File: config.mk
export PLATFORM = sky130hd
export DESIGN_NAME = aps_div
export DESIGN_NICKNAME = d
export VERILOG_FILES = /design/src/design/aps_pkg.sv /design/src/design/aps_div.sv
export SDC_FILE = /design/constraint.sdc
export NUM_CORES = 1
export LEC_CHECK = 0
export ABC_AREA = 1
export BUFFER_PORTS_ARGS = -buffer_cell sky130_fd_sc_hd__buf_2
export CAP_MARGIN = 20
export CORE_ASPECT_RATIO = 1.75
export CORE_UTILIZATION = 23
export DETAILED_ROUTE_END_ITERATION = 8
export GPL_TIMING_DRIVEN = 0
export HOLD_SLACK_MARGIN = 0.1
export PLACE_DENSITY = 0.45
export REMOVE_ABC_BUFFERS = 1
export SLEW_MARGIN = 10
export SYNTH_ARGS = -nofsm -noshare
export SYNTH_HDL_FRONTEND = slang
export SYNTH_SLANG_ARGS = --single-unit
File: constraint.sdc
create_clock -name clk -period 1.8 [get_ports clk]
set_input_delay 0.36 -clock clk [delete_from_list [all_inputs] [get_ports clk]]
set_output_delay 0.36 -clock clk [all_outputs]
set_load 0.1 [all_outputs]
File: src/design/aps_pkg.sv
// Package for armor_pair_scoring: fixed-point constants, the arctangent table
// and the configuration register codes. It has no dependencies.
`default_nettype none
package aps_pkg;

  localparam int CORDIC_STAGES_DEF = 16;
  localparam int ATAN_LEN          = 24;
  localparam int QUOT_W            = 16;

  localparam logic [14:0] PI_Q13      = 15'd25736;
  localparam logic [14:0] HALF_PI_Q13 = 15'd12868;
  localparam logic signed [33:0] PI_Q30 = 34'sd3373259426;
  localparam logic [16:0] ONE_Q15     = 17'd32768;

  localparam logic [15:0] WEIGHT_BASE_RST  = 16'd9830;
  localparam logic [15:0] WEIGHT_SLOPE_RST = 16'd13107;
  localparam logic [15:0] WEIGHT_MIN_RST   = 16'd9830;
  localparam logic [15:0] WEIGHT_MAX_RST   = 16'd22938;

  typedef enum logic [1:0] {
    CFG_WEIGHT_BASE  = 2'd0,
    CFG_WEIGHT_SLOPE = 2'd1,
    CFG_WEIGHT_MIN   = 2'd2,
    CFG_WEIGHT_MAX   = 2'd3
  } cfg_idx_t;

  // atan(2^-i) in Q2.30
  function automatic logic [33:0] atan_q30(input int unsigned i);
    logic [33:0] a;
    case (i)
      0: a = 34'd843314857;
      1: a = 34'd497837830;
      2: a = 34'd263043837;
      3: a = 34'd133525159;
      4: a = 34'd67021687;
      5: a = 34'd33543516;
      6: a = 34'd16775852;
      7: a = 34'd8388438;
      8: a = 34'd4194283;
      9: a = 34'd2097149;
      10: a = 34'd1048576;
      11: a = 34'd524288;
      12: a = 34'd262144;
      13: a = 34'd131072;
      14: a = 34'd65536;
      15: a = 34'd32768;
      16: a = 34'd16384;
      17: a = 34'd8192;
      18: a = 34'd4096;
      19: a = 34'd2048;
      20: a = 34'd1024;
      21: a = 34'd512;
      22: a = 34'd256;
      23: a = 34'd128;
      default: a = 34'd0;
    endcase
    return a;
  endfunction

endpackage
`default_nettype wire

File: src/design/aps_div.sv
// Pipelined restoring divider with 16-bit saturating quotient, one bit per stage.
// Depends on aps_pkg for the quotient width.
`default_nettype none
module aps_div #(
  parameter int DW = 24,
  parameter int VW = 16
) (
  input  wire logic                       clk,
  input  wire logic                       ce,
  input  wire logic [DW-1:0]              dend_i,
  input  wire logic [VW-1:0]              dsor_i,
  output logic [aps_pkg::QUOT_W-1:0]      quot_o
);
  localparam int QW = aps_pkg::QUOT_W;
  localparam int CW = (DW > VW + QW) ? DW : VW + QW;

  logic [VW:0]    rem_r  [QW+1];
  logic [QW-1:0]  low_r  [QW+1];
  logic [VW-1:0]  dsor_r [QW+1];
  logic [QW-1:0]  q_r    [QW+1];
  logic           sat_r  [QW+1];

  // quotient overflows 16 bits (or divisor is zero)
  always_ff @(posedge clk) begin
    if (ce) begin
      sat_r[0]  <= CW'(dend_i) >= CW'({dsor_i, {QW{1'b0}}});
      rem_r[0]  <= (VW+1)'(dend_i[DW-1:QW]);
      low_r[0]  <= dend_i[QW-1:0];
      dsor_r[0] <= dsor_i;
      q_r[0]    <= '0;
    end
  end

  for (genvar k = 0; k < QW; k++) begin : g_stage
    logic [VW:0] tmp;
    logic        ge;
    assign tmp = {rem_r[k][VW-1:0], low_r[k][QW-1-k]};
    assign ge  = tmp >= {1'b0, dsor_r[k]};
    always_ff @(posedge clk) begin
      if (ce) begin
        rem_r[k+1]  <= ge ? tmp - {1'b0, dsor_r[k]} : tmp;
        q_r[k+1]    <= {q_r[k][QW-2:0], ge};
        low_r[k+1]  <= low_r[k];
        dsor_r[k+1] <= dsor_r[k];
        sat_r[k+1]  <= sat_r[k];
      end
    end
  end

  assign quot_o = sat_r[QW] ? '1 : q_r[QW];

endmodule
`default_nettype wire

---- Word level (Yosys, flattened, before mapping) ----
Memory sizes are Yosys's and may differ from the RTL's.
Index checks and enable logic that the tools add are counted.
operators by class
  magnitude comparators ................... 17
  muxes and demuxes ....................... 19
  add/subtract/negate cells ............... 16
operators by type and width
  cell                                              number
  17-bit by 16-bit >= comparator with 1-bit output  16
  17-bit 2-to-1 mux                                 16
  17-bit by 16-bit subtractor with 17-bit output    16
  24-bit by 32-bit >= comparator with 1-bit output  1
  16-bit 2-to-1 mux                                 1
  1-bit 2-to-1 mux                                  2
storage, ports and cells
  bits in registers ....................... 0
  word-level logic and storage cells ...... 57
  memories ................................ 5
  output and inout bits ................... 16
  memory bits (writable) .................. 1122
memories
  name    depth  width  read ports  clocked after Yosys merged registers in  write ports  line           text
  rem_r   17     17     16          0                                        17           aps_div.sv:17  logic [VW:0] rem_r [QW+1];
  dsor_r  17     16     16          0                                        17           aps_div.sv:19  logic [VW-1:0] dsor_r [QW+1];
  low_r   17     16     16          0                                        17           aps_div.sv:18  logic [QW-1:0] low_r [QW+1];
  q_r     17     16     17          0                                        17           aps_div.sv:20  logic [QW-1:0] q_r [QW+1];
  sat_r   17     1      17          0                                        17           aps_div.sv:21  logic sat_r [QW+1];

---- Logic depth before layout (Yosys ltp) ----
  depth after elaboration ................. 2
  depth in mapped cells ................... 15
  gate-level depth less buffers ........... 13

---- Worst setup path after synthesis ----
No wires, ideal clock.
  path kind ............................... flip-flop to flip-flop
  start point ............................. memory dsor_r[10][0], in the netlist dsor_r[0][160]
  end point ............................... memory rem_r[0][195] in the netlist's numbering (data pin)
  arrival ................................. 1.669 ns
  data required time ...................... 1.547 ns
  period minus slack after synthesis ...... 1.922 ns
  stages on the path, launching flop included .. 10
  library setup time ...................... 0.253 ns
  buffers on the path ..................... 0
  path slack .............................. -0.122 ns
  cell sequence ........................... edfxtp_1 -> ha_1 -> fa_1 -> inv_1 -> nand3_1 -> nand3_1 -> a21oi_1 -> or2_2 -> nand3_1 -> nand2_1
RTL lines
  item                line
  start: declaration  aps_div.sv:19
  end: declaration    aps_div.sv:17

==> results <==
- The critical path contains buffers and inverters numbering 2 combined.
- Setup violations remaining at the end of the flow were counted as 272.
- The clock transition at the register clock pins on the worst setup and hold paths after CTS is around 0.060 ns.
- Across all hold checks on the routed design, the worst slack comes to 0.167 ns.
- The number of pins with negative max-slew slack in the final report is 0.
- The growth of design area from synthesis to finish is 40.9%.
- The global-route wire length before repair is 207,000 um.
- The kind of cell with the highest combined delay along the critical path is flip-flops.
- The post-route cell area is 62,000 um2.
- The maximum count of clock buffers along a single path is 3.
- The checks that failed: negative setup slack.
- By instance count, the leading cell after synthesis is nand2_1.
- The endpoint type of the worst setup path is an output pin.
- The startpoint kind of the worst setup timing path is a flip-flop.
- In this run the worst path has a maximum fanout of 14.
- The maximum cell stage delay along the critical path is 0.42 ns.
- The estimated wirelength of the detail-placed design is a little over 100,000 um.
- The count of non-filler cells in the finished layout is approximately 8,000.
- The setup clock skew after layout is 0.0631 ns.
- The synthesized netlist cell count is just under 5,000.
- The congestion estimate from routability-driven global placement came to approximately 0.88.
- The fraction of registers with async set/reset is 0%.
- For this run, design rule violations remaining after detail routing come to 0.
- The critical path goes through buf_12 > or2_2 > buf_6.
- The path class of the tightest hold or removal check is in -> reg.
- The post-synthesis sequential element count is slightly below 800.
- Counting every sink on the clock net gives around 790.
- The first-pass iteration count of the detailed router is 5.
- After detailed routing, the average wire length per cell comes to 18.6 um.
- The ratio of cells with drive above 1 in the final layout is 34.4%.
- For this block, the routed nets add up to 148,000 um of wire.
- The worst flop-to-flop path startpoint is dsor_r[0][66].
- For the worst setup path, the data arrival time is 1.79 ns.
- The routed layout has 34,400 vias.
- After floorplanning, the core was divided into 212 placement rows.
- Counting I/O delays and the setup requirement, the final critical path takes 2.15 ns.
- The maximum number of pins on one net before global-route repair is 104.
- The DRC marker count from the first detailed-route iteration is approximately 1,200.
- The count of input and output buffers is 57.
- The data required time of the critical path is 1.44 ns.
- The height of the die is 580 um.
- The static power due to leakage is 27.1 nW.
- The clock tree synthesis step divided the H-tree into 3 levels.
- The cell with the largest stage delay on the worst path is edfxtp_1.
- Setup repair after global routing could not meet its margin everywhere.
- Global routing used 14.5% of the available tracks across all layers.
- The number of antenna-violating nets in the routed design is 0.
- 58 I/O pins were placed.
- Clock tree synthesis selected as its root buffer the cell clkbuf_16.
- The top cell type by total area after synthesis is edfxtp_1.
- The final count of hold timing violations is 0.
- The max-capacitance violation count is 0.
- The highest ir drop seen on vdd is 0.808 mV.
- The slack of the critical path is -0.347 ns.
- In this run the biggest area consumer among cell types represents about 54% of the synthesized area.
- Based on the critical path, the design can be clocked at up to 466 MHz.
- The worst pin sits at a relative slew slack of between 50 and 60%.
- The clock tree from TritonCTS is yes.
- The logic depth of the worst register-to-register path is 14.
- In this run the power density over the cells is ~1500 nW/um2.
- Once the floorplan was initialized, standard cells occupied 23.1% of the core.
- The mapped cell area is 44,000 um2.
- The startpoint-to-endpoint class of the critical path is reg -> out.
- Power comes to 94.4 mW.
- The via count of the first global-routing pass came to approximately 35,000.
- The path with the worst hold slack has its endpoint at low_r[0][7].
- Clock latency on the worst-skew pair, taken at its later pin, is approximately 0.73 ns.
- The die boundary width is around 330 um.
- The predominant post-synthesis flop cell is edfxtp_1.
- By count the netlist is led by 1,708 x nand2_1, 891 x inv_1, 793 x edfxtp_1.
- The worst register-to-register path ends at rem_r[0][99].
- The post-detailed-placement cell area is 47,200 um2.
- The initial antenna violation count was 2.
- Yosys attributes the largest share of cell area to edfxtp_1 54%, nand2_1 15%, inv_1 7.6%.
- The synthesized design contains 793 enable-type register cells.
- The floorplan step defined a die boundary enclosing 193,000 um2.
- The number of CTS-inserted buffers is 89.
- The count of distinct cell types in the synthesized netlist is 45.
- The worst hold path begins at ce.
- The flow ran to the end, but the final reports show violations.
- The mean number of vias per cell is ~4.3.
- The pin slew with the least headroom to its limit is around 0.74 ns.
- The synthesized area divided by synthesized cell count is between 9 and 10 um2.
- Of the synthesized area, sequential elements account for 54.2%.
- The final critical-path share of the clock period is 119%.
- During synthesis, Yosys emitted a total of 0 warnings.
- The setup slack of the most critical reg-to-reg path is -0.35 ns.
- After global routing the overflow that remains totals 0.
- The core outline area is 190,000 um2.
- In the final timing run, aggregate negative setup slack is -70.63 ns.
- The net count of the finished layout is just under 6,000.
- Counting instances, the worst hold path has a depth of 1.
- After detailed placement, the design holds a cell count of ~7,300.
==> repair_timing <==
action	CTS	global route
setup endpoints to repair	325	353
pin swaps	216	356
gates resized for setup	840	795
hold buffers	40	0
buffers inserted	207	225
hold endpoints to repair	40	0
gates cloned	31	20
==> flip-flops by register name, summed over array words and instances, names as in the netlist <==
signal / flops
dsor_r: 256
rem_r: 248
low_r: 136
q_r: 136
sat_r: 17
==> metrics by stage <==
step	util, %	setup slack, ns
after CTS	29.8	-0.436
final	32.6	-0.347
after global routing	32.6	-0.435
after floorplan	-	-0.360
after global placement	24.7	-13.40
after detailed placement	24.8	-1.52
==> worst max-delay path by stage <==
stage	cells past startpoint	start	slack, ns	endpoint
global placement	1	ce	-13.40	q_r[2][13]
detailed placement	10	rem_r[0][239]	-1.52	rem_r[0][266]
finish	3	sat_r[16]	-0.35	quot_o[7]
CTS	13	dsor_r[0][68]	-0.44	rem_r[0][99]
global route	13	dsor_r[0][68]	-0.44	rem_r[0][99]
floorplan	10	rem_r[0][240]	-0.36	rem_r[0][263]
==> cell families after synthesis <==
kind of cell             share of synthesized area (%)
AND/OR/NAND/NOR                                   25.1
buffers and inverters                             8.72
flip-flops                                        54.2
adder cells (fa/ha/maj)                           8.00
AO/OA/AOI/OAI                                     2.14
XOR/XNOR                                          1.91
==> area by class of cell <==
class / instances / area (um2)
clock buffer: 100 / 2290
multi-input combinational: 3143 / 23400
inverter: 902 / 3490
sequential: 793 / 23800
fill: 19300 / 128000
antenna: 1 / 2.50
timing repair buffer: 535 / 5170
timing repair inverter: 4 / 47.5
tap: 2461 / 3080
clock inverter: 59 / 678
==> placed cells by master (no fill, tap or decap), types with 43 or more instances in the layout <==
master / count
buf_4: 326
edfxtp_1: 793
inv_1: 735
ha_4: 205
nand2_1: 1277
nand3_1: 225
buf_12: 44
inv_2: 145
nand2_4: 113
buf_6: 59
xor2_1: 64
nor2_1: 119
nand2_8: 57
nand3_2: 119
a21oi_1: 113
clkbuf_16: 92
nor2_4: 69
nand4_1: 56
nor3_1: 44
nand2_2: 343
ha_1: 43
==> power by group <==
part,leakage (nW),total (mW),switching [mW],internal [mW]
clock network,1.42,19.0,8.38,10.6
registers,7.79,27.6,2.56,25.0
logic,17.9,47.8,28.3,19.6
total,27.1,94.4,39.2,55.2
==> metal layers <==
metal	GRT usage (%)	share of wire (%)	vias up	wire length [um]
li1	-	-	16900	-
met1	9.26	25	16200	37100
met2	32.2	61	754	90700
met3	1.80	2.5	532	3670
met4	13.3	11	0	17000
met5	0	0	-	0
Note: power is estimated with default switching activity, not from simulation.
