===== config.mk =====
export PLATFORM = sky130hd
export DESIGN_NAME = aps_cordic
export DESIGN_NICKNAME = d
export VERILOG_FILES = /design/src/design/aps_pkg.sv /design/src/design/aps_cordic.sv
export SDC_FILE = /design/constraint.sdc
export NUM_CORES = 2
export LEC_CHECK = 0
export ABC_CLOCK_PERIOD_IN_PS = 8900
export BUFFER_PORTS_ARGS = -buffer_cell sky130_fd_sc_hd__buf_2
export CELL_PAD_IN_SITES_DETAIL_PLACEMENT = 0
export CELL_PAD_IN_SITES_GLOBAL_PLACEMENT = 1
export CORE_UTILIZATION = 52
export CTS_CLUSTER_SIZE = 28
export DETAILED_ROUTE_END_ITERATION = 7
export HOLD_SLACK_MARGIN = 0.1
export PLACE_DENSITY_LB_ADDON = 0.2
export RECOVER_POWER = 100
export SETUP_SLACK_MARGIN = 0.2
export SLEW_MARGIN = 10
export SYNTH_ARGS = -nofsm -noshare
export SYNTH_HDL_FRONTEND = slang
export SYNTH_SLANG_ARGS = --single-unit

===== constraint.sdc =====
create_clock -name clk -period 8.9 [get_ports clk]
set_input_delay 2.67 -clock clk [delete_from_list [all_inputs] [get_ports clk]]
set_output_delay 2.67 -clock clk [all_outputs]
set_load 0.02 [all_outputs]

===== src/design/aps_pkg.sv =====
// Package for armor_pair_scoring: fixed-point constants, the arctangent table
// and the configuration register codes. It has no dependencies.
`default_nettype none
package aps_pkg;

  localparam int CORDIC_STAGES_DEF = 16;
  localparam int ATAN_LEN          = 24;
  localparam int QUOT_W            = 16;

  localparam logic [14:0] PI_Q13      = 15'd25736;
  localparam logic [14:0] HALF_PI_Q13 = 15'd12868;
  localparam logic signed [33:0] PI_Q30 = 34'sd3373259426;
  localparam logic [16:0] ONE_Q15     = 17'd32768;

  localparam logic [15:0] WEIGHT_BASE_RST  = 16'd9830;
  localparam logic [15:0] WEIGHT_SLOPE_RST = 16'd13107;
  localparam logic [15:0] WEIGHT_MIN_RST   = 16'd9830;
  localparam logic [15:0] WEIGHT_MAX_RST   = 16'd22938;

  typedef enum logic [1:0] {
    CFG_WEIGHT_BASE  = 2'd0,
    CFG_WEIGHT_SLOPE = 2'd1,
    CFG_WEIGHT_MIN   = 2'd2,
    CFG_WEIGHT_MAX   = 2'd3
  } cfg_idx_t;

  // atan(2^-i) in Q2.30
  function automatic logic [33:0] atan_q30(input int unsigned i);
    logic [33:0] a;
    case (i)
      0: a = 34'd843314857;
      1: a = 34'd497837830;
      2: a = 34'd263043837;
      3: a = 34'd133525159;
      4: a = 34'd67021687;
      5: a = 34'd33543516;
      6: a = 34'd16775852;
      7: a = 34'd8388438;
      8: a = 34'd4194283;
      9: a = 34'd2097149;
      10: a = 34'd1048576;
      11: a = 34'd524288;
      12: a = 34'd262144;
      13: a = 34'd131072;
      14: a = 34'd65536;
      15: a = 34'd32768;
      16: a = 34'd16384;
      17: a = 34'd8192;
      18: a = 34'd4096;
      19: a = 34'd2048;
      20: a = 34'd1024;
      21: a = 34'd512;
      22: a = 34'd256;
      23: a = 34'd128;
      default: a = 34'd0;
    endcase
    return a;
  endfunction

endpackage
`default_nettype wire


===== src/design/aps_cordic.sv =====
// Pipelined vectoring CORDIC: atan2(dy, dx) in Q2.30, one rotation per stage.
// Depends on aps_pkg for the arctangent table and pi.
`default_nettype none
module aps_cordic #(
  parameter int NS = aps_pkg::CORDIC_STAGES_DEF
) (
  input  wire logic               clk,
  input  wire logic               ce,
  input  wire logic signed [16:0] dx_i,
  input  wire logic signed [16:0] dy_i,
  output logic signed [33:0]      z_o,
  output logic                    zero_o
);
  logic signed [33:0] x_r [NS+1];
  logic signed [33:0] y_r [NS+1];
  logic signed [33:0] z_r [NS+1];
  logic               zero_r [NS+1];

  logic signed [33:0] dxe, dye;
  assign dxe = 34'(dx_i);
  assign dye = 34'(dy_i);

  // fold left half-plane into right half-plane
  always_ff @(posedge clk) begin
    if (ce) begin
      zero_r[0] <= (dx_i == '0) && (dy_i == '0);
      if (dx_i < 0) begin
        x_r[0] <= (-dxe) <<< 14;
        y_r[0] <= (-dye) <<< 14;
        z_r[0] <= (dy_i >= 0) ? aps_pkg::PI_Q30 : -aps_pkg::PI_Q30;
      end else begin
        x_r[0] <= dxe <<< 14;
        y_r[0] <= dye <<< 14;
        z_r[0] <= '0;
      end
    end
  end

  for (genvar i = 0; i < NS; i++) begin : g_rot
    logic signed [33:0] ang;
    assign ang = $signed(aps_pkg::atan_q30(i));
    always_ff @(posedge clk) begin
      if (ce) begin
        zero_r[i+1] <= zero_r[i];
        if (y_r[i] > 0) begin
          x_r[i+1] <= x_r[i] + (y_r[i] >>> i);
          y_r[i+1] <= y_r[i] - (x_r[i] >>> i);
          z_r[i+1] <= z_r[i] + ang;
        end else begin
          x_r[i+1] <= x_r[i] - (y_r[i] >>> i);
          y_r[i+1] <= y_r[i] + (x_r[i] >>> i);
          z_r[i+1] <= z_r[i] - ang;
        end
      end
    end
  end

  assign z_o    = z_r[NS];
  assign zero_o = zero_r[NS];

endmodule
`default_nettype wire


# ---- Word-level counts from Yosys, hierarchy flattened
# Memory sizes are Yosys's and may differ from the RTL's.
# Index checks and enable logic that the tools add are counted.
dict set report word_totals {
  regBits 0
  mem_bits_rw 1751
  inputBits 36
  out_inout_bits 35
  wordCells 329
  mem_count 4
}
# name depth width read_ports rd_ports_with_merged_regs wr line
set memory_table {}
lappend memory_table {x_r 17 34 16 0 17 aps_cordic.sv:14} ;# logic signed [33:0] x_r [NS+1];
lappend memory_table {y_r 17 34 16 0 17 aps_cordic.sv:15} ;# logic signed [33:0] y_r [NS+1];
lappend memory_table {z_r 17 34 17 0 17 aps_cordic.sv:16} ;# logic signed [33:0] z_r [NS+1];
lappend memory_table {zero_r 17 1 17 0 17 aps_cordic.sv:17} ;# logic zero_r [NS+1];
dict set report op_classes {
  n_addsub 97
  n_lt_le_gt_ge 18
  muxes 156
  bitwise_logic 51
  n_reduce_logical 3
}
# op n
set ops {}
lappend ops {{34-bit two-way mux} 52}
lappend ops {{34-bit by 1-bit > comparator with 1-bit output (second input constant)} 16}
lappend ops {{1-bit two-way mux} 104}
lappend ops {{34-bit by 19-bit adder with 34-bit output} 2}
lappend ops {{34-bit by 20-bit adder with 34-bit output} 2}
lappend ops {{34-bit by 21-bit adder with 34-bit output} 2}
lappend ops {{34-bit by 22-bit adder with 34-bit output} 2}
lappend ops {{34-bit by 22-bit adder with 34-bit output (second input constant)} 2}
lappend ops {{34-bit by 23-bit adder with 34-bit output} 2}
lappend ops {{34-bit by 24-bit adder with 34-bit output} 2}
lappend ops {{34-bit by 25-bit adder with 34-bit output} 2}
lappend ops {{34-bit by 26-bit adder with 34-bit output} 2}
lappend ops {{34-bit by 27-bit adder with 34-bit output} 2}
lappend ops {{34-bit by 28-bit adder with 34-bit output} 2}
lappend ops {{34-bit by 29-bit adder with 34-bit output} 2}
lappend ops {{34-bit by 30-bit adder with 34-bit output} 2}
lappend ops {{34-bit by 31-bit adder with 34-bit output} 2}
lappend ops {{34-bit by 32-bit adder with 34-bit output} 2}
lappend ops {{34-bit by 33-bit adder with 34-bit output} 2}
lappend ops {{34-bit by 19-bit subtractor with 34-bit output} 2}
lappend ops {{34-bit by 20-bit subtractor with 34-bit output} 2}
lappend ops {{34-bit by 21-bit subtractor with 34-bit output} 2}
lappend ops {{34-bit by 22-bit subtractor with 34-bit output} 2}
lappend ops {{34-bit by 22-bit subtractor with 34-bit output (second input constant)} 2}
lappend ops {{other kinds (47)} 111}

# ---- Longest topological paths before layout
# An unclocked memory read counts as a cell.
dict set report depth {
  ltp_word 6
  mapped_depth 29
  mapped_depth_nobuf 27
}

# ---- Least setup slack after synthesis
# Ideal clock, no wire load.
dict set report synth_path {
  path_type {input port to flip-flop}
  from {input ce}
  to {memory y_r[11][33], data pin}
  setup_ps 261
  arrival_ps 7359
  required_ps 8639
  setup_slack_ps 1280
  cell_stages 22
  path_cell_list {clkbuf_1 > inv_2 > nor4_1 > a32oi_1 > o21bai_1 > clkinv_1 > clkbuf_1 > nor2_1 > xor2_1 > ha_1 > o21ai_0 > nor2_1 > o21a_1 > nor2b_1 > nor4_1 > o311ai_0 > a21oi_1 > o41ai_1 > o21ai_0 > o21ai_0 > o21ai_0 > xnor2_1}
}
# element line
set synth_rtl {}
lappend synth_rtl {{start, declared} aps_cordic.sv:8} ;# input wire logic ce,
lappend synth_rtl {{end, declared} aps_cordic.sv:15}

==> impl_metrics.env <==
export IMPL_outcome="finished with violations"
export IMPL_violations="design-rule violations, max-capacitance violations, max-slew violations"
export IMPL_numPortBuffers=69
export IMPL_placed_area_um2=119000
export IMPL_tritoncts="done"
export IMPL_dieArea_um2=223000
export IMPL_synth_flop_cell="edfxtp_1"
export IMPL_synth_seq_cells=1455
export IMPL_netlist_top_cells_area="edfxtp_1 (38%), ha_1 (14%), xnor2_1 (8.9%)"
export IMPL_cp_max_fo=62
export IMPL_postLayoutCellArea_um2=124000
export IMPL_cap_violations=26
export IMPL_detail_route_antenna_nets=0
export IMPL_avgSynthCellArea_um2=9.76
export IMPL_setup_tns_ns=0
export IMPL_dpl_worst_slack_ns=0.736
export IMPL_period_needed_ns=8.35
export IMPL_worst_clock_skew_ns=0.0774
export IMPL_fin_cells=14900
export IMPL_synth_edf_count=1455
export IMPL_ys_types=90
export IMPL_slew_headroom_pct=-190
export IMPL_multi_input_area_um2=68300
export IMPL_cts_clk_slew_worst_paths_ns=0.06
export IMPL_num_rows=172
export IMPL_antenna_found_initial=3
export IMPL_ctsHoldBuffers=0
export IMPL_post_route_period_util_pct=93.8
export IMPL_crit_top_cell="clkbuf_1"
export IMPL_synth_top_area_share_pct=38.0
export IMPL_die_h_um=472
export IMPL_maxSlewViolCount=1306
export IMPL_drtPass1Iterations=8
export IMPL_core_area_um2=220000
export IMPL_wl_per_cell_um=21.1
export IMPL_finalSetupViolCount=0
export IMPL_synth_seq_area_share_pct=38.0
export IMPL_wl_um=314000
export IMPL_start_kind="primary input"
export IMPL_worstMarginPinSlew_ns=4.35
export IMPL_gr_total_overflow=0
export IMPL_max_freq_ghz=0.120
export IMPL_nets=13200
export IMPL_initial_core_util_pct=52.3
export IMPL_cp_data_arrival_time_ns=8.90
export IMPL_io_pins=71
export IMPL_cts_inserted_buffers=166
export IMPL_synthCells=11800
export IMPL_synth_fp_nets=13100
export IMPL_fillCellCount=19100
export IMPL_track_usage_pct=27.5
export IMPL_path_cells="buf_12 -> inv_1 -> clkbuf_1 -> nor3_1 -> a21oi_4 -> inv_1 -> clkbuf_1 -> clkbuf_1 -> nor2_1 -> xnor2_1 -> ha_1 -> a21oi_1 -> nor2b_1 -> o221a_2 -> a211oi_1 -> o21ai_0 -> a211o_1 -> xor2_1"
export IMPL_vias_per_cell=5.94
export IMPL_place_hpwl_um=252000
export IMPL_cts_max_level=4
export IMPL_cts_setup_buffers=0
export IMPL_placed_cells=14600
export IMPL_setup_ws_ns=0.551
export IMPL_yosysMostFrequentCell="edfxtp_1"
export IMPL_end_kind="register"
export IMPL_syn_to_final_growth_pct=8.30
export IMPL_yosysWarnings=0
export IMPL_layout_drive_gt1_share_pct=3.79
export IMPL_die_w_um=472
export IMPL_grt_pass1_wl_um=482000
export IMPL_grt_pass1_vias=85400
export IMPL_gp_congestion=0.972
export IMPL_clkSinkCount=1455
export IMPL_slowest_stage="clkbuf_1"
export IMPL_synthArstFlopShare_pct=0
export IMPL_grt_max_degree=107
export IMPL_regArea_um2=43700
export IMPL_drt_first_iter_violations=6214
export IMPL_clockRootBuffer="clkbuf_16"
export IMPL_path_class="in2reg"
export IMPL_hp_class="reg2reg"
export IMPL_clkLatencyLatePin_ns=0.85
export IMPL_yosys_top_cells_count="edfxtp_1 (1455), ha_1 (1262), xnor2_1 (1167), a21oi_1 (1037), nor2_1 (960)"
export IMPL_grt_setup_unrepaired="false"
export IMPL_vias=88400
export IMPL_cp_required_ns=9.45
export IMPL_synth_area_leader_cell="edfxtp_1"
export IMPL_clockBufferDepth=3
export IMPL_netlist_area_um2=115000
export IMPL_slowest_delay_ns=0.94
export IMPL_drc=2
export IMPL_hold_violations=0
==> area by class of cell <==
class	instances	share of cell area [%]
multi-input cells	9543	54.9
repair buffers	145	0.635
well taps	2871	2.89
flip-flops and latches	1455	35.1
inverters	571	1.72
diodes	2	0.00402
clock buffers	189	3.41
clock inverters	118	1.30
==> worst paths after layout <==
path / start / to / slack (ns) / depth (start not counted)
worst max register to register: y_r[7][12] / x_r[8][33] / 0.63 / 22
worst min register to register: z_r[14][9] / z_r[15][9] / 0.41 / 0
worst min-delay path: z_r[14][9] / z_r[15][9] / 0.41 / 0
worst max-delay path: ce / x_r[6][32] / 0.55 / 18
==> per-stage QoR <==
stage | hold slack [ns] | util [%]
after detailed placement | 0.405 | 54.1
after floorplan | 0.400 | -
after CTS | 0.409 | 56.8
final | 0.410 | 56.7
after global routing | 0.411 | 56.7
after global placement | 0.400 | 54.1
==> sequential cells by signal, indices dropped and copies added, names as in the netlist <==
name / cells
x_r: 432
y_r: 475
z_r: 531
zero_r: 17
==> metal layers <==
layer / GRT usage [%] / vias to the layer above / routed length (um)
met1: 34.1 / 42200 / 134000
met2: 48.3 / 1993 / 153000
met4: 11.6 / 0 / 14300
met3: 2.97 / 547 / 12200
met5: 0 / - / 0
li1: - / 43700 / -
==> critical path: cells and delay by family <==
family                     cells  cell delay [ns]
buffers and inverters          6             2.82
AOI/OAI and AO/OA              6             1.77
and+or+nand+nor                3             0.89
adders and majority gates      1             0.33
xor gates and xnor gates       2             0.32
==> cells in the final DEF (no fill, tap or decap), drive strengths merged, types with 80 or more instances in the layout <==
cell type	n
a211oi	86
or3	110
nor4	109
a31oi	83
o21ai	718
ha	1262
clkbuf	269
xor2	533
a21o	435
inv	569
o21a	154
nand2	703
clkinv	80
nor2b	169
nand2b	193
o31ai	185
xnor2	1167
edfxtp	1455
a21oi	1038
nor2	960
nand3	190
o21bai	148
nor3	318
==> cells by family (layout without fill, tap and decap cells) <==
group | after synthesis | after routing | share of synthesized area (%)
xor gates and xnor gates | 1700 | 1700 | 13.0
adders and majority gates | 1299 | 1299 | 14.4
muxes | 53 | 53 | 0.482
and+or+nand+nor | 3165 | 3165 | 13.3
other | 1 | 3 | 0.00327
DFF | 1455 | 1455 | 38.0
AOI/OAI and AO/OA | 3325 | 3325 | 18.3
buffers and inverters | 767 | 1023 | 2.52
==> repair_timing <==
action,in CTS,in global routing
gates resized for setup,0,1
endpoints found under the hold margin,0,0
endpoints found under the setup margin,0,3
Power is left out: the tool's default activity adds up to more than one toggle a clock period on the data nets, which glitch-free logic cannot reach.
